### src/hdl/fdcp_pkg.sv
// Shared types and character codes for the framed decimal command parser.
// No dependencies; every other file refers to this package by scoped names.
package fdcp_pkg;

    // Frame and number characters (ASCII).
    localparam logic [7:0] CH_HASH = 8'h23;
    localparam logic [7:0] CH_P    = 8'h50;
    localparam logic [7:0] CH_EQ   = 8'h3D;
    localparam logic [7:0] CH_BANG = 8'h21;
    localparam logic [7:0] CH_DOT  = 8'h2E;
    localparam logic [7:0] CH_ZERO = 8'h30;
    localparam logic [7:0] CH_NINE = 8'h39;

    // Output field widths.
    localparam int ID_W   = 8;
    localparam int INT_W  = 24;
    localparam int FRAC_W = 14;

    // Frame parsing phases, one-hot.
    typedef enum logic [3:0] {
        PH_WAIT_HASH = 4'b0001,
        PH_WAIT_P    = 4'b0010,
        PH_ID        = 4'b0100,
        PH_NUM       = 4'b1000
    } phase_t;

    // One parsed command.
    typedef struct packed {
        logic [ID_W-1:0]   command_id;
        logic [INT_W-1:0]  integer_part;
        logic [FRAC_W-1:0] fraction_part;
        logic              overflowed;
        logic              bad_format;
    } result_t;

    // Ten to a small power; used only with constant arguments.
    function automatic int pow10(input int e);
        int r;
        r = 1;
        for (int k = 0; k < e; k++) begin
            r = r * 10;
        end
        return r;
    endfunction

endpackage

### src/hdl/fdcp_parse_core.sv
// Frame state machine and number accumulators of the command parser.
// Consumes one registered byte per step; depends on fdcp_pkg.
module fdcp_parse_core #(
    parameter int INT_BITS    = 24,
    parameter int FRAC_DIGITS = 4
) (
    input  logic              aclk,
    input  logic              aresetn,
    input  logic              step,
    input  logic [7:0]        rx_byte,
    output logic              emit,
    output fdcp_pkg::result_t result
);

    localparam int FACC_W   = $clog2(fdcp_pkg::pow10(FRAC_DIGITS));
    localparam int CNT_W    = $clog2(FRAC_DIGITS + 1);
    localparam int PROD_W   = INT_BITS + 4;
    localparam int IEXT_W   = (INT_BITS > fdcp_pkg::INT_W) ? INT_BITS : fdcp_pkg::INT_W;
    localparam int FEXT_W   = (FACC_W > fdcp_pkg::FRAC_W) ? FACC_W : fdcp_pkg::FRAC_W;

    fdcp_pkg::phase_t      phase_reg, phase_next;
    logic [7:0]            id_reg, id_next;
    logic [INT_BITS-1:0]   int_acc_reg, int_acc_next;
    logic [FACC_W-1:0]     frac_acc_reg, frac_acc_next;
    logic [CNT_W-1:0]      frac_cnt_reg, frac_cnt_next;
    logic                  dot_reg, dot_next;
    logic                  ovf_reg, ovf_next;
    logic                  err_reg, err_next;

    logic                  is_digit;
    logic [3:0]            digit;
    logic [PROD_W-1:0]     int_prod;
    logic [PROD_W-1:0]     int_limit;
    logic [FACC_W-1:0]     place;
    logic [FACC_W-1:0]     frac_add;
    logic [IEXT_W-1:0]     int_ext;
    logic [FEXT_W-1:0]     frac_ext;

    // Digit decode, the integer accumulator update and its saturation limit.
    assign is_digit  = (rx_byte >= fdcp_pkg::CH_ZERO) && (rx_byte <= fdcp_pkg::CH_NINE);
    assign digit     = 4'(rx_byte - fdcp_pkg::CH_ZERO);
    assign int_prod  = (PROD_W'(int_acc_reg) << 3) + (PROD_W'(int_acc_reg) << 1)
                     + PROD_W'(digit);
    assign int_limit = PROD_W'({INT_BITS{1'b1}});

    // Place value of the next fraction digit.
    always_comb begin
        place = '0;
        for (int i = 0; i < FRAC_DIGITS; i++) begin
            if (frac_cnt_reg == CNT_W'(i)) begin
                place = FACC_W'(fdcp_pkg::pow10(FRAC_DIGITS - 1 - i));
            end
        end
    end

    assign frac_add = FACC_W'(digit) * place;

    // A result leaves on the closing character of the number stage.
    assign emit = (phase_reg == fdcp_pkg::PH_NUM) && (rx_byte == fdcp_pkg::CH_BANG);

    assign int_ext  = IEXT_W'(int_acc_reg);
    assign frac_ext = FEXT_W'(frac_acc_reg);

    always_comb begin
        result.command_id    = id_reg;
        result.integer_part  = int_ext[fdcp_pkg::INT_W-1:0];
        result.fraction_part = frac_ext[fdcp_pkg::FRAC_W-1:0];
        result.overflowed    = ovf_reg;
        result.bad_format    = err_reg;
    end

    // Next state for one item.
    always_comb begin
        phase_next    = phase_reg;
        id_next       = id_reg;
        int_acc_next  = int_acc_reg;
        frac_acc_next = frac_acc_reg;
        frac_cnt_next = frac_cnt_reg;
        dot_next      = dot_reg;
        ovf_next      = ovf_reg;
        err_next      = err_reg;
        if (step) begin
            case (phase_reg)
                fdcp_pkg::PH_WAIT_HASH: begin
                    if (rx_byte == fdcp_pkg::CH_HASH) begin
                        int_acc_next  = '0;
                        frac_acc_next = '0;
                        frac_cnt_next = '0;
                        dot_next      = 1'b0;
                        ovf_next      = 1'b0;
                        err_next      = 1'b0;
                        phase_next    = fdcp_pkg::PH_WAIT_P;
                    end
                end
                fdcp_pkg::PH_WAIT_P: begin
                    if (rx_byte == fdcp_pkg::CH_P) begin
                        phase_next = fdcp_pkg::PH_ID;
                    end
                end
                fdcp_pkg::PH_ID: begin
                    if (rx_byte == fdcp_pkg::CH_EQ) begin
                        phase_next = fdcp_pkg::PH_NUM;
                    end else begin
                        id_next = rx_byte - fdcp_pkg::CH_ZERO;
                    end
                end
                fdcp_pkg::PH_NUM: begin
                    if (emit) begin
                        phase_next = fdcp_pkg::PH_WAIT_HASH;
                    end else if (rx_byte == fdcp_pkg::CH_DOT) begin
                        if (dot_reg) begin
                            err_next = 1'b1;
                        end else begin
                            dot_next = 1'b1;
                        end
                    end else if (is_digit) begin
                        if (!dot_reg) begin
                            if (int_prod > int_limit) begin
                                int_acc_next = {INT_BITS{1'b1}};
                                ovf_next     = 1'b1;
                            end else begin
                                int_acc_next = int_prod[INT_BITS-1:0];
                            end
                        end else if (frac_cnt_reg < CNT_W'(FRAC_DIGITS)) begin
                            frac_acc_next = frac_acc_reg + frac_add;
                            frac_cnt_next = frac_cnt_reg + CNT_W'(1);
                        end
                    end else begin
                        err_next = 1'b1;
                    end
                end
                default: begin
                    phase_next = fdcp_pkg::PH_WAIT_HASH;
                end
            endcase
        end
    end

    // State registers.
    always_ff @(posedge aclk) begin
        if (!aresetn) begin
            phase_reg    <= fdcp_pkg::PH_WAIT_HASH;
            id_reg       <= '0;
            int_acc_reg  <= '0;
            frac_acc_reg <= '0;
            frac_cnt_reg <= '0;
            dot_reg      <= 1'b0;
            ovf_reg      <= 1'b0;
            err_reg      <= 1'b0;
        end else begin
            phase_reg    <= phase_next;
            id_reg       <= id_next;
            int_acc_reg  <= int_acc_next;
            frac_acc_reg <= frac_acc_next;
            frac_cnt_reg <= frac_cnt_next;
            dot_reg      <= dot_next;
            ovf_reg      <= ovf_next;
            err_reg      <= err_next;
        end
    end

    // A saturated integer sits exactly at its maximum.
    a_ovf_sat: assert property (@(posedge aclk) disable iff (!aresetn)
        ovf_reg |-> (int_acc_reg == {INT_BITS{1'b1}}))
        else $error("overflow flag set without a saturated integer");

    // The fraction digit count never passes the kept digits.
    a_cnt_range: assert property (@(posedge aclk) disable iff (!aresetn)
        frac_cnt_reg <= CNT_W'(FRAC_DIGITS))
        else $error("fraction digit count out of range");

    // The fraction stays below one whole unit.
    a_frac_range: assert property (@(posedge aclk) disable iff (!aresetn)
        frac_acc_reg < FACC_W'(fdcp_pkg::pow10(FRAC_DIGITS)))
        else $error("fraction accumulator out of range");

    // Fraction digits only follow a dot.
    a_frac_dot: assert property (@(posedge aclk) disable iff (!aresetn)
        (frac_cnt_reg != '0) |-> dot_reg)
        else $error("fraction digits counted without a dot");

endmodule

### src/hdl/fdcp_out_reg.sv
// Result register of the command parser: holds one item until it is taken.
// Depends on fdcp_pkg for the result type.
module fdcp_out_reg (
    input  logic              aclk,
    input  logic              aresetn,
    input  logic              load,
    input  fdcp_pkg::result_t load_data,
    output logic              out_free,
    input  logic              m_ready,
    output logic              m_valid,
    output fdcp_pkg::result_t m_data
);

    logic              vld_reg, vld_next;
    fdcp_pkg::result_t data_reg, data_next;

    // The register takes a new item when empty or when its item leaves.
    assign out_free = !vld_reg || m_ready;

    always_comb begin
        vld_next  = vld_reg;
        data_next = data_reg;
        if (load) begin
            vld_next  = 1'b1;
            data_next = load_data;
        end else if (m_ready) begin
            vld_next = 1'b0;
        end
    end

    always_ff @(posedge aclk) begin
        if (!aresetn) begin
            vld_reg <= 1'b0;
        end else begin
            vld_reg <= vld_next;
        end
    end

    always_ff @(posedge aclk) begin
        data_reg <= data_next;
    end

    assign m_valid = vld_reg;
    assign m_data  = data_reg;

    // A load only happens when there is room for it.
    a_no_overwrite: assert property (@(posedge aclk) disable iff (!aresetn)
        load |-> out_free)
        else $error("result register overwritten while full");

    // A loaded item is presented in the next cycle.
    a_load_shows: assert property (@(posedge aclk) disable iff (!aresetn)
        load |=> m_valid)
        else $error("loaded item not presented");

    // An item that was not taken is still presented.
    a_hold: assert property (@(posedge aclk) disable iff (!aresetn)
        (m_valid && !m_ready) |=> m_valid)
        else $error("pending item dropped");

endmodule

### src/hdl/framed_decimal_command_parser_unit.sv
// An accepted byte is held in the input register; a held '!' loads its result
// into the result register (m_valid) once that has room. Throughput: one byte
// per cycle unless a '!' waits for room; the frame state updates once per byte.
// Reset: aresetn is synchronous, active low; it clears the frame state, the held
// id, the accumulators and flags, and both valid flags.
// Depends on fdcp_pkg, fdcp_parse_core and fdcp_out_reg.
module framed_decimal_command_parser_unit #(
    parameter int INT_BITS    = 24,
    parameter int FRAC_DIGITS = 4
) (
    input  logic        aclk,
    input  logic        aresetn,
    input  logic        s_valid,
    output logic        s_ready,
    input  logic [7:0]  s_rx_byte,
    output logic        m_valid,
    input  logic        m_ready,
    output logic [7:0]  m_command_id,
    output logic [23:0] m_integer_part,
    output logic [13:0] m_fraction_part,
    output logic        m_overflowed,
    output logic        m_bad_format
);

    logic              in_vld_reg, in_vld_next;
    logic [7:0]        in_byte_reg, in_byte_next;
    logic              emit;
    logic              fire;
    logic              out_free;
    logic              s_take;
    fdcp_pkg::result_t core_result;
    fdcp_pkg::result_t m_data;

    // The held item is processed unless its result has nowhere to go.
    assign fire    = in_vld_reg && (!emit || out_free);
    assign s_ready = !in_vld_reg || fire;
    assign s_take  = s_valid && s_ready;

    // Input register.
    always_comb begin
        in_vld_next  = in_vld_reg;
        in_byte_next = in_byte_reg;
        if (s_take) begin
            in_vld_next  = 1'b1;
            in_byte_next = s_rx_byte;
        end else if (fire) begin
            in_vld_next = 1'b0;
        end
    end

    always_ff @(posedge aclk) begin
        if (!aresetn) begin
            in_vld_reg <= 1'b0;
        end else begin
            in_vld_reg <= in_vld_next;
        end
    end

    always_ff @(posedge aclk) begin
        in_byte_reg <= in_byte_next;
    end

    // Frame parser.
    fdcp_parse_core #(
        .INT_BITS    (INT_BITS),
        .FRAC_DIGITS (FRAC_DIGITS)
    ) u_core (
        .aclk    (aclk),
        .aresetn (aresetn),
        .step    (fire),
        .rx_byte (in_byte_reg),
        .emit    (emit),
        .result  (core_result)
    );

    // Result register.
    fdcp_out_reg u_out (
        .aclk      (aclk),
        .aresetn   (aresetn),
        .load      (fire && emit),
        .load_data (core_result),
        .out_free  (out_free),
        .m_ready   (m_ready),
        .m_valid   (m_valid),
        .m_data    (m_data)
    );

    assign m_command_id    = m_data.command_id;
    assign m_integer_part  = m_data.integer_part;
    assign m_fraction_part = m_data.fraction_part;
    assign m_overflowed    = m_data.overflowed;
    assign m_bad_format    = m_data.bad_format;

    // The input side only stalls behind a held item.
    a_stall_cause: assert property (@(posedge aclk) disable iff (!aresetn)
        !s_ready |-> (in_vld_reg && emit && !out_free))
        else $error("input stalled without a blocked item");

    // An accepted byte is held in the input register next cycle.
    a_take_held: assert property (@(posedge aclk) disable iff (!aresetn)
        s_take |=> in_vld_reg)
        else $error("accepted item lost");

    // A processed byte that is not replaced leaves the input register.
    a_fire_clear: assert property (@(posedge aclk) disable iff (!aresetn)
        (fire && !s_take) |=> !in_vld_reg)
        else $error("processed item repeated");

endmodule
### config.mk
export PLATFORM = sky130hd
export DESIGN_NAME = framed_decimal_command_parser_unit
export DESIGN_NICKNAME = d
export VERILOG_FILES = /design/src/hdl/fdcp_pkg.sv /design/src/hdl/fdcp_parse_core.sv /design/src/hdl/fdcp_out_reg.sv /design/src/hdl/framed_decimal_command_parser_unit.sv
export SDC_FILE = /design/constraint.sdc
export NUM_CORES = 1
export LEC_CHECK = 0
export BUFFER_PORTS_ARGS = -buffer_cell sky130_fd_sc_hd__buf_4
export CAP_MARGIN = 15
export CORE_ASPECT_RATIO = 1.5
export CORE_UTILIZATION = 44
export DETAILED_ROUTE_END_ITERATION = 8
export GPL_ROUTABILITY_DRIVEN = 0
export PLACE_DENSITY = 0.59
export SYNTH_ARGS = -nofsm -noshare
export SYNTH_HDL_FRONTEND = slang
export SYNTH_SLANG_ARGS = --single-unit
### constraint.sdc
create_clock -name aclk -period 7.4 [get_ports aclk]
set_input_delay 1.48 -clock aclk [delete_from_list [all_inputs] [get_ports aclk]]
set_output_delay 1.48 -clock aclk [all_outputs]
set_load 0.005 [all_outputs]
==> results of run 1 <==
[stage by stage]
step	util, %	hold slack, ps	cell area [um2]	total power, mW
after CTS	52.5	433	8580	1.65
final	52.5	429	8580	1.63
after global placement	49.2	415	8030	0.884
after global routing	52.5	435	8580	1.70
after detailed placement	49.2	417	8030	0.890
after floorplan	-	408	7410	0.842
[path summary, 6_finish.rpt]
kind	startpoint	end	slack, ps	depth (start not counted)
worst max register to register	u_core.frac_cnt_reg[0]$_SDFFE_PN0P_	u_core.frac_acc_reg[13]$_SDFFE_PN0P_	2350	18
worst min-delay path	u_core.id_reg[4]$_SDFFE_PN0P_	u_out.m_data[44]$_DFFE_PP_	430	0
worst max-delay path	u_core.frac_cnt_reg[0]$_SDFFE_PN0P_	u_core.frac_acc_reg[13]$_SDFFE_PN0P_	2350	18
worst min register to register	u_core.id_reg[4]$_SDFFE_PN0P_	u_out.m_data[44]$_DFFE_PP_	430	0
[placed cells by master, fill, tap and decap left out, types with 13 or more instances in the layout]
master and instances:
a21oi_1 55, a22oi_1 13, and2_1 23, buf_4 65, clkbuf_16 17, dfxtp_1 58
edfxtp_1 56, fa_1 26, ha_1 80, inv_1 72, nand2_1 49, nand3_1 21
nor2_1 54, nor3_1 16, o21ai_0 22, o21ai_1 19, xnor2_1 20
[cell usage after synthesis (all sizes together), types with 3 or more instances]
| cell type | n | area [um2] |
|---|---|---|
| nand3 | 21 | 105 |
| nor2 | 57 | 224 |
| xnor2 | 20 | 175 |
| nor3 | 19 | 110 |
| buf | 9 | 55.0 |
| a41oi | 4 | 35.0 |
| nor4 | 9 | 56.3 |
| nor4b | 3 | 26.3 |
| mux2i | 5 | 50.1 |
| a22oi | 13 | 97.6 |
| a211o | 3 | 26.3 |
| nand4 | 3 | 18.8 |
| fa | 26 | 521 |
| or2 | 4 | 25.0 |
| xor2 | 10 | 87.6 |
| or4 | 3 | 22.5 |
| a21oi | 57 | 293 |
| nor2b | 6 | 37.5 |
| and3 | 9 | 56.3 |
| a211oi | 13 | 103 |
| o31ai | 7 | 66.3 |
| a21o | 12 | 90.1 |
| a31oi | 6 | 37.5 |
| ha | 80 | 1000 |
| clkbuf | 22 | 82.6 |
| dfxtp | 58 | 1160 |
| nand2 | 49 | 184 |
| and2 | 23 | 144 |
| nand2b | 7 | 43.8 |
| o21ai | 42 | 214 |
| inv | 73 | 274 |
| o21a | 6 | 45.0 |
| edfxtp | 56 | 1680 |
| o211ai | 4 | 30.0 |
[critical path: cells and delay by family, from the launching register on]
kind / cells / cell delay, ps
fa+ha+maj: 6 / 2300
simple gates: 5 / 1410
compound gates: 3 / 460
flops: 1 / 360
buf+inv: 3 / 290
xor+xnor: 1 / 150
[routing by layer]
layer  global-route usage [%]  part of all wire, %
met1                     21.2                   38
met2                     39.6                   54
met3                     3.86                  3.3
met4                     12.0                  4.5
met5                        0                    0
[final cells by class]
class | instances | area, um2
clock buffers | 17 | 425
inverters | 74 | 278
well taps | 206 | 258
repair buffers | 65 | 488
flip-flops and latches | 114 | 2840
fillers | 1504 | 7760
clock inverters | 15 | 123
multi-input cells | 547 | 4160
[kinds of logic after synthesis]
family	count (synthesis)	share of synthesized area (%)
flops	114	38.4
fa+ha+maj	106	20.5
simple gates	219	14.8
mux	5	0.675
compound gates	187	16.5
xor+xnor	30	3.54
buf+inv	105	5.60
[power by group through the flow]
| stage | Sequential [mW] | Combinational (mW) | Clock [mW] |
|---|---|---|---|
| after floorplan | 0.678 | 0.164 | 0 |
| after global placement | 0.684 | 0.200 | 0 |
| after detailed placement | 0.684 | 0.205 | 0 |
| after CTS | 0.671 | 0.206 | 0.772 |
| after global routing | 0.671 | 0.234 | 0.795 |
| final | 0.671 | 0.204 | 0.751 |
==> flow_summary_export.csv, run 1 <==
group,metric,value,unit
sta,period_minus_slack,5050,ps
critical_path,start_kind,"flip-flop",
routing,via_per_inst,5.60,
power,switching_power,440,uW
grt,grt.total_usage,21.1,%
floorplanning,fp.dieH,161,um
floorplanning,dieArea,0.0174,mm2
synthesis,synth-edff-count,56,
min_path,hold_path.class,"reg2reg",
synthesis,seq_area_frac_synth,38.4,%
power,p_per_area,190,mW/mm2
synthesis,synth_nets,884,
place,dpl.hpwl,13.1,mm
synthesis,ys.flop_type,"dfxtp_1",
critical_path,crit_slowest_cell,"fa_1",
power,p_sw_share,27.1,%
sta,fmaxAchievable,198,MHz
sta,tightest_slew,956,ps
sta,drv_slew,0,
layout,fin_nets,937,
power,p_clk_share,46.2,%
sta,setup_tns,0,ps
power,p_leak,3.69,nW
clocking,insertion_delay,420,ps
synthesis,syn_inst,766,
critical_path,worst-setup-path-type,"reg2reg",
power,power_frac_comb,12.6,%
floorplanning,pin_count,62,
sta,setup_violations,0,
clocking,cts_resized,0,
sta,hold_viol,0,
synthesis,yosysWarnings,0,
power,sequentialPowerShare,41.3,%
routing,num_vias,5814,
clocking,path_clk_slew,60,ps
grt,grt_pass1_wl,28.1,mm
routing,wirelength,17.2,mm
place,portBuffers,61,
routing,drt_first_pass_iters,5,
layout,drive_gt1_share,13.5,%
synthesis,ys_seq_elements,114,
floorplanning,initial_utilization,45.4,%
sta,setup_slack,2350,ps
clocking,clock_sinks,114,
routing,wl_per_cell,16.6,um
layout,largest_register_ffs,48,
grt,antenna_found_initial,0,
clocking,cts_made_buffers,17,
critical_path,max_stage_delay,540,ps
synthesis,synth_cell_types,69,
sta,rsz0062_at_grt,"false",
critical_path,path_cells,"ha_1 > ha_1 > nor3_1 > and3b_1 > nand2_1 > inv_1 > fa_1 > fa_1 > inv_1 > fa_1 > inv_1 > ha_1 > and2_1 > o21ai_0 > a31oi_1 > xnor2_1 > or4_1 > a21oi_1",
layout,n_antenna_cell,0,
layout,fin_cells,1038,
sta,clock_skew,8.36,ps
critical_path,end_kind,"flip-flop",
place,place_inst,1006,
critical_path,cp_max_fo,6,
layout,areaGrowthSynthToFinish,15.7,%
grt,gr-total-overflow,0,
run,cap_violations,0,
synthesis,avgSynthCellArea,9.68,um2
grt,grt_max_degree,43,
critical_path,worstPathArrival,5400,ps
sta,slew_headroom,35.9,%
clocking,cts_setup_buffers,0,
power,vdd_ir_drop_max,0.159,mV
clocking,clock-root-buffer,"clkbuf_16",
clocking,htree_levels,4,
status,outcome,"finished, final reports clean",
floorplanning,die_w,108,um
sta,finalCritPeriodShare,68.3,%
routing,drc,0,
clocking,cts_buffer_depth,2,
power,p_int,1.19,mW
routing,drtIter0Drc,240,
grt,grt_pass1_vias,5972,
routing,drtAntennaViolNets,0,
synthesis,netlist_area,0.00741,mm2
clocking,postCtsHoldBufs,0,
place,dp_slack,2370,ps
floorplanning,num_rows,57,
critical_path,required,7750,ps
floorplanning,floorplan.core_area,0.0163,mm2
clocking,tritoncts,"done",
synthesis,async_flop_share,0,%
No activity file was read; power rests on OpenSTA's default activity.
==> run 2: changes to the inputs <==
Settings changed: ABC_AREA set to 1, PLACE_DENSITY 0.59 to 0.58.
Clock period 7.4 ns to 5 ns, I/O delays scaled along.
==> run 2 against run 1 <==
  * Highest routed layer unchanged
  * Count of clock-buffer cells in the layout is 1 higher
  * Clock skew up 6.0 ps
  * Critical path depth increased by 4
  * Sequential cell count unchanged
==> flow_summary_export.csv, run 2 <==
group,metric,value,unit
layout,fillCellCount,1751,
layout,areaGrowthSynthToFinish,15.0,%
routing,drc,0,
routing,drt_first_pass_iters,7,
layout,fin_cells,1316,
grt,grt_max_degree,50,
power,p_leak,4.58,nW
critical_path,worstPathArrival,4910,ps
place,dpl.hpwl,14.8,mm
synthesis,yosysMostFrequentCell,"nand2_1",
clocking,cts_setup_buffers,0,
floorplanning,floorplan.core_area,0.0179,mm2
sta,period_minus_slack,4580,ps
clocking,postCtsHoldBufs,0,
sta,rsz0062_at_grt,"false",
layout,fin_nets,1204,
layout,fin_area,0.00931,mm2
grt,grt_pass1_vias,6739,
min_path,hp-start,"u_core.id_reg[4]$_SDFFE_PN0P_",
min_path,holdPathEnd,"u_out.m_data[44]$_DFFE_PP_",
grt,grt_pass1_wl,31.4,mm
sta,setup_slack,419,ps
routing,wl_per_cell,14.5,um
synthesis,synth_cell_types,41,
critical_path,r2r_start,"u_core.frac_cnt_reg[0]$_SDFFE_PN0P_",
grt,antenna_found_initial,0,
sta,fmaxAchievable,218,MHz
clocking,clock-root-buffer,"clkbuf_16",
grt,grt.total_usage,21.2,%
floorplanning,die_w,113,um
clocking,cts_buffer_depth,2,
power,vdd_ir_drop_max,0.219,mV
min_path,hold_depth,0,
clocking,insertion_delay,420,ps
synthesis,synth-edff-count,56,
synthesis,synth_largest_area_cell,"edfxtp_1",
floorplanning,fp.dieH,168,um
layout,drive_gt1_share,13.1,%
layout,final_cell_mix,"nand2_1 (251), inv_1 (184), ha_1 (80)",
synthesis,netlist_area,0.00810,mm2
critical_path,worst-setup-path-type,"reg2reg",
layout,largest_register_ffs,48,
routing,drtAntennaViolNets,0,
sta,slew_headroom,29.7,%
place,place_inst,1284,
run,cap_violations,0,
synthesis,async_flop_share,0,%
routing,drtIter0Drc,254,
floorplanning,num_rows,60,
synthesis,ys.flop_type,"dfxtp_1",
floorplanning,pin_count,62,
critical_path,cp_max_fo,6,
status,outcome,"finished, final reports clean",
grt,gr-total-overflow,0,
routing,wirelength,19.0,mm
sta,finalCritPeriodShare,91.6,%
sta,setup_tns,0,ps
clocking,path_clk_slew,60,ps
power,p_per_area,280,mW/mm2
clocking,htree_levels,4,
sta,hold_viol,0,
synthesis,avgSynthCellArea,7.92,um2
routing,num_vias,6614,
place,portBuffers,61,
min_path,hold_path.class,"reg2reg",
sta,clock_skew,14.3,ps
synthesis,ys_top_cells_by_count,"nand2_1 (251), inv_1 (185), ha_1 (80)",
synthesis,seq_area_frac_synth,35.1,%
synthesis,ys_seq_elements,114,
critical_path,end_kind,"flip-flop",
critical_path,start_kind,"flip-flop",
critical_path,r2r_end,"u_core.frac_acc_reg[13]$_SDFFE_PN0P_",
critical_path,required,5330,ps
sta,drv_slew,0,
critical_path,r2r_cells,22,
synthesis,synth_nets,1140,
sta,tightest_slew,1050,ps
layout,n_antenna_cell,0,
synthesis,ys_top_cells_by_area,"edfxtp_1 (21%), dfxtp_1 (14%), ha_1 (12%), nand2_1 (12%), inv_1 (8.6%)",
floorplanning,dieArea,0.0190,mm2
floorplanning,initial_utilization,45.1,%
synthesis,yosysWarnings,0,
synthesis,syn_inst,1022,
place,dp_slack,356,ps
clocking,tritoncts,"done",
clocking,clock_sinks,114,
routing,via_per_inst,5.03,
critical_path,rrSetupSlack,420,ps
sta,setup_violations,0,
layout,final_common_cell,"nand2_1",
clocking,cts_made_buffers,17,
synthesis,synth_top_area_share,20.8,%
place,dpl_cell_area,0.00873,mm2
[run 2: changes by cell type in the layout (fill, tap and decap cells not counted), moves of 8 or more]
cell / change
nand4_1: +18
nor3_1: -9
a21oi_2: +20
nand3_1: +42
a211oi_1: -11
a22oi_1: -13
o21ai_1: -16
nand2_1: +202
and2_1: -21
nor2_1: +22
and3_1: -9
nor4_1: -8
inv_1: +112
a21o_1: -10
[run 2: worst max path at each step]
stage | startpoint | to | slack (ps) | depth (start not counted)
after floorplan | u_core.frac_cnt_reg[0]$_SDFFE_PN0P_ | u_core.frac_acc_reg[13]$_SDFFE_PN0P_ | 600 | 22
after global placement | u_core.frac_cnt_reg[0]$_SDFFE_PN0P_ | u_core.frac_acc_reg[13]$_SDFFE_PN0P_ | 460 | 22
after detailed placement | u_core.frac_cnt_reg[0]$_SDFFE_PN0P_ | u_core.frac_acc_reg[13]$_SDFFE_PN0P_ | 360 | 22
after CTS | u_core.frac_cnt_reg[0]$_SDFFE_PN0P_ | u_core.frac_acc_reg[13]$_SDFFE_PN0P_ | 320 | 22
after global routing | u_core.frac_cnt_reg[0]$_SDFFE_PN0P_ | u_core.frac_acc_reg[13]$_SDFFE_PN0P_ | 10 | 22
final | u_core.frac_cnt_reg[0]$_SDFFE_PN0P_ | u_core.frac_acc_reg[13]$_SDFFE_PN0P_ | 420 | 22
[run 2: logic make-up after synthesis]
family / synth area share (%)
fa+ha+maj: 18.8
buf+inv: 10.5
simple gates: 23.6
xor+xnor: 2.70
flops: 35.1
compound gates: 9.30
[run 2: routing by layer]
metal | up-vias | global-route usage, % | routed length, um
li1 | 3407 | - | -
met1 | 3082 | 21.0 | 7500
met2 | 96 | 43.2 | 10700
met3 | 29 | 3.24 | 365
met4 | 0 | 7.77 | 420
met5 | - | 0 | 0
[run 2: worst max-delay path: stages (launching register included)]
cell and delay (ps):
dfxtp_1 340, ha_1 210, ha_1 240, nor3_1 190, inv_1 70, nor2_1 120, nand2_1 130, nor2_2 250
fa_1 490, fa_1 540, inv_1 50, fa_1 490, inv_1 40, ha_1 350, nand2_1 100, inv_1 90
nand3_1 100, nor3_1 140, nand2_1 80, o211ai_1 120, or2_2 140, nand4_1 70, a21oi_1 160
[run 2: layout make-up]
class | count | area, um2 | area share, %
clock inverters | 14 | 155 | 1.67
well taps | 217 | 272 | 2.92
repair buffers | 64 | 480 | 5.16
inverters | 194 | 728 | 7.82
multi-input cells | 695 | 4410 | 47.3
clock buffers | 18 | 429 | 4.61
flip-flops and latches | 114 | 2840 | 30.5
[run 2: per-stage QoR]
stage                     utilization (%)  hold WS [ps]  power [mW]
after floorplan                         -           403        1.32
after global placement               48.6           412        1.40
after detailed placement             48.6           416        1.41
after global routing                 51.9           433        2.72
after CTS                            51.9           424        2.63
final                                51.9           419        2.61
[run 2: report_power, final]
part | switching [mW] | leakage, nW | internal, mW
clock | 0.476 | 0.270 | 0.739
sequential | 0.0124 | 0.991 | 0.983
combinational | 0.256 | 3.32 | 0.145
total | 0.744 | 4.58 | 1.87
[run 2: timing repair]
action / in CTS / in global routing
hold endpoints to repair: 0 / 0
gates resized for setup: 0 / 2
endpoints found under the setup margin: 0 / 2
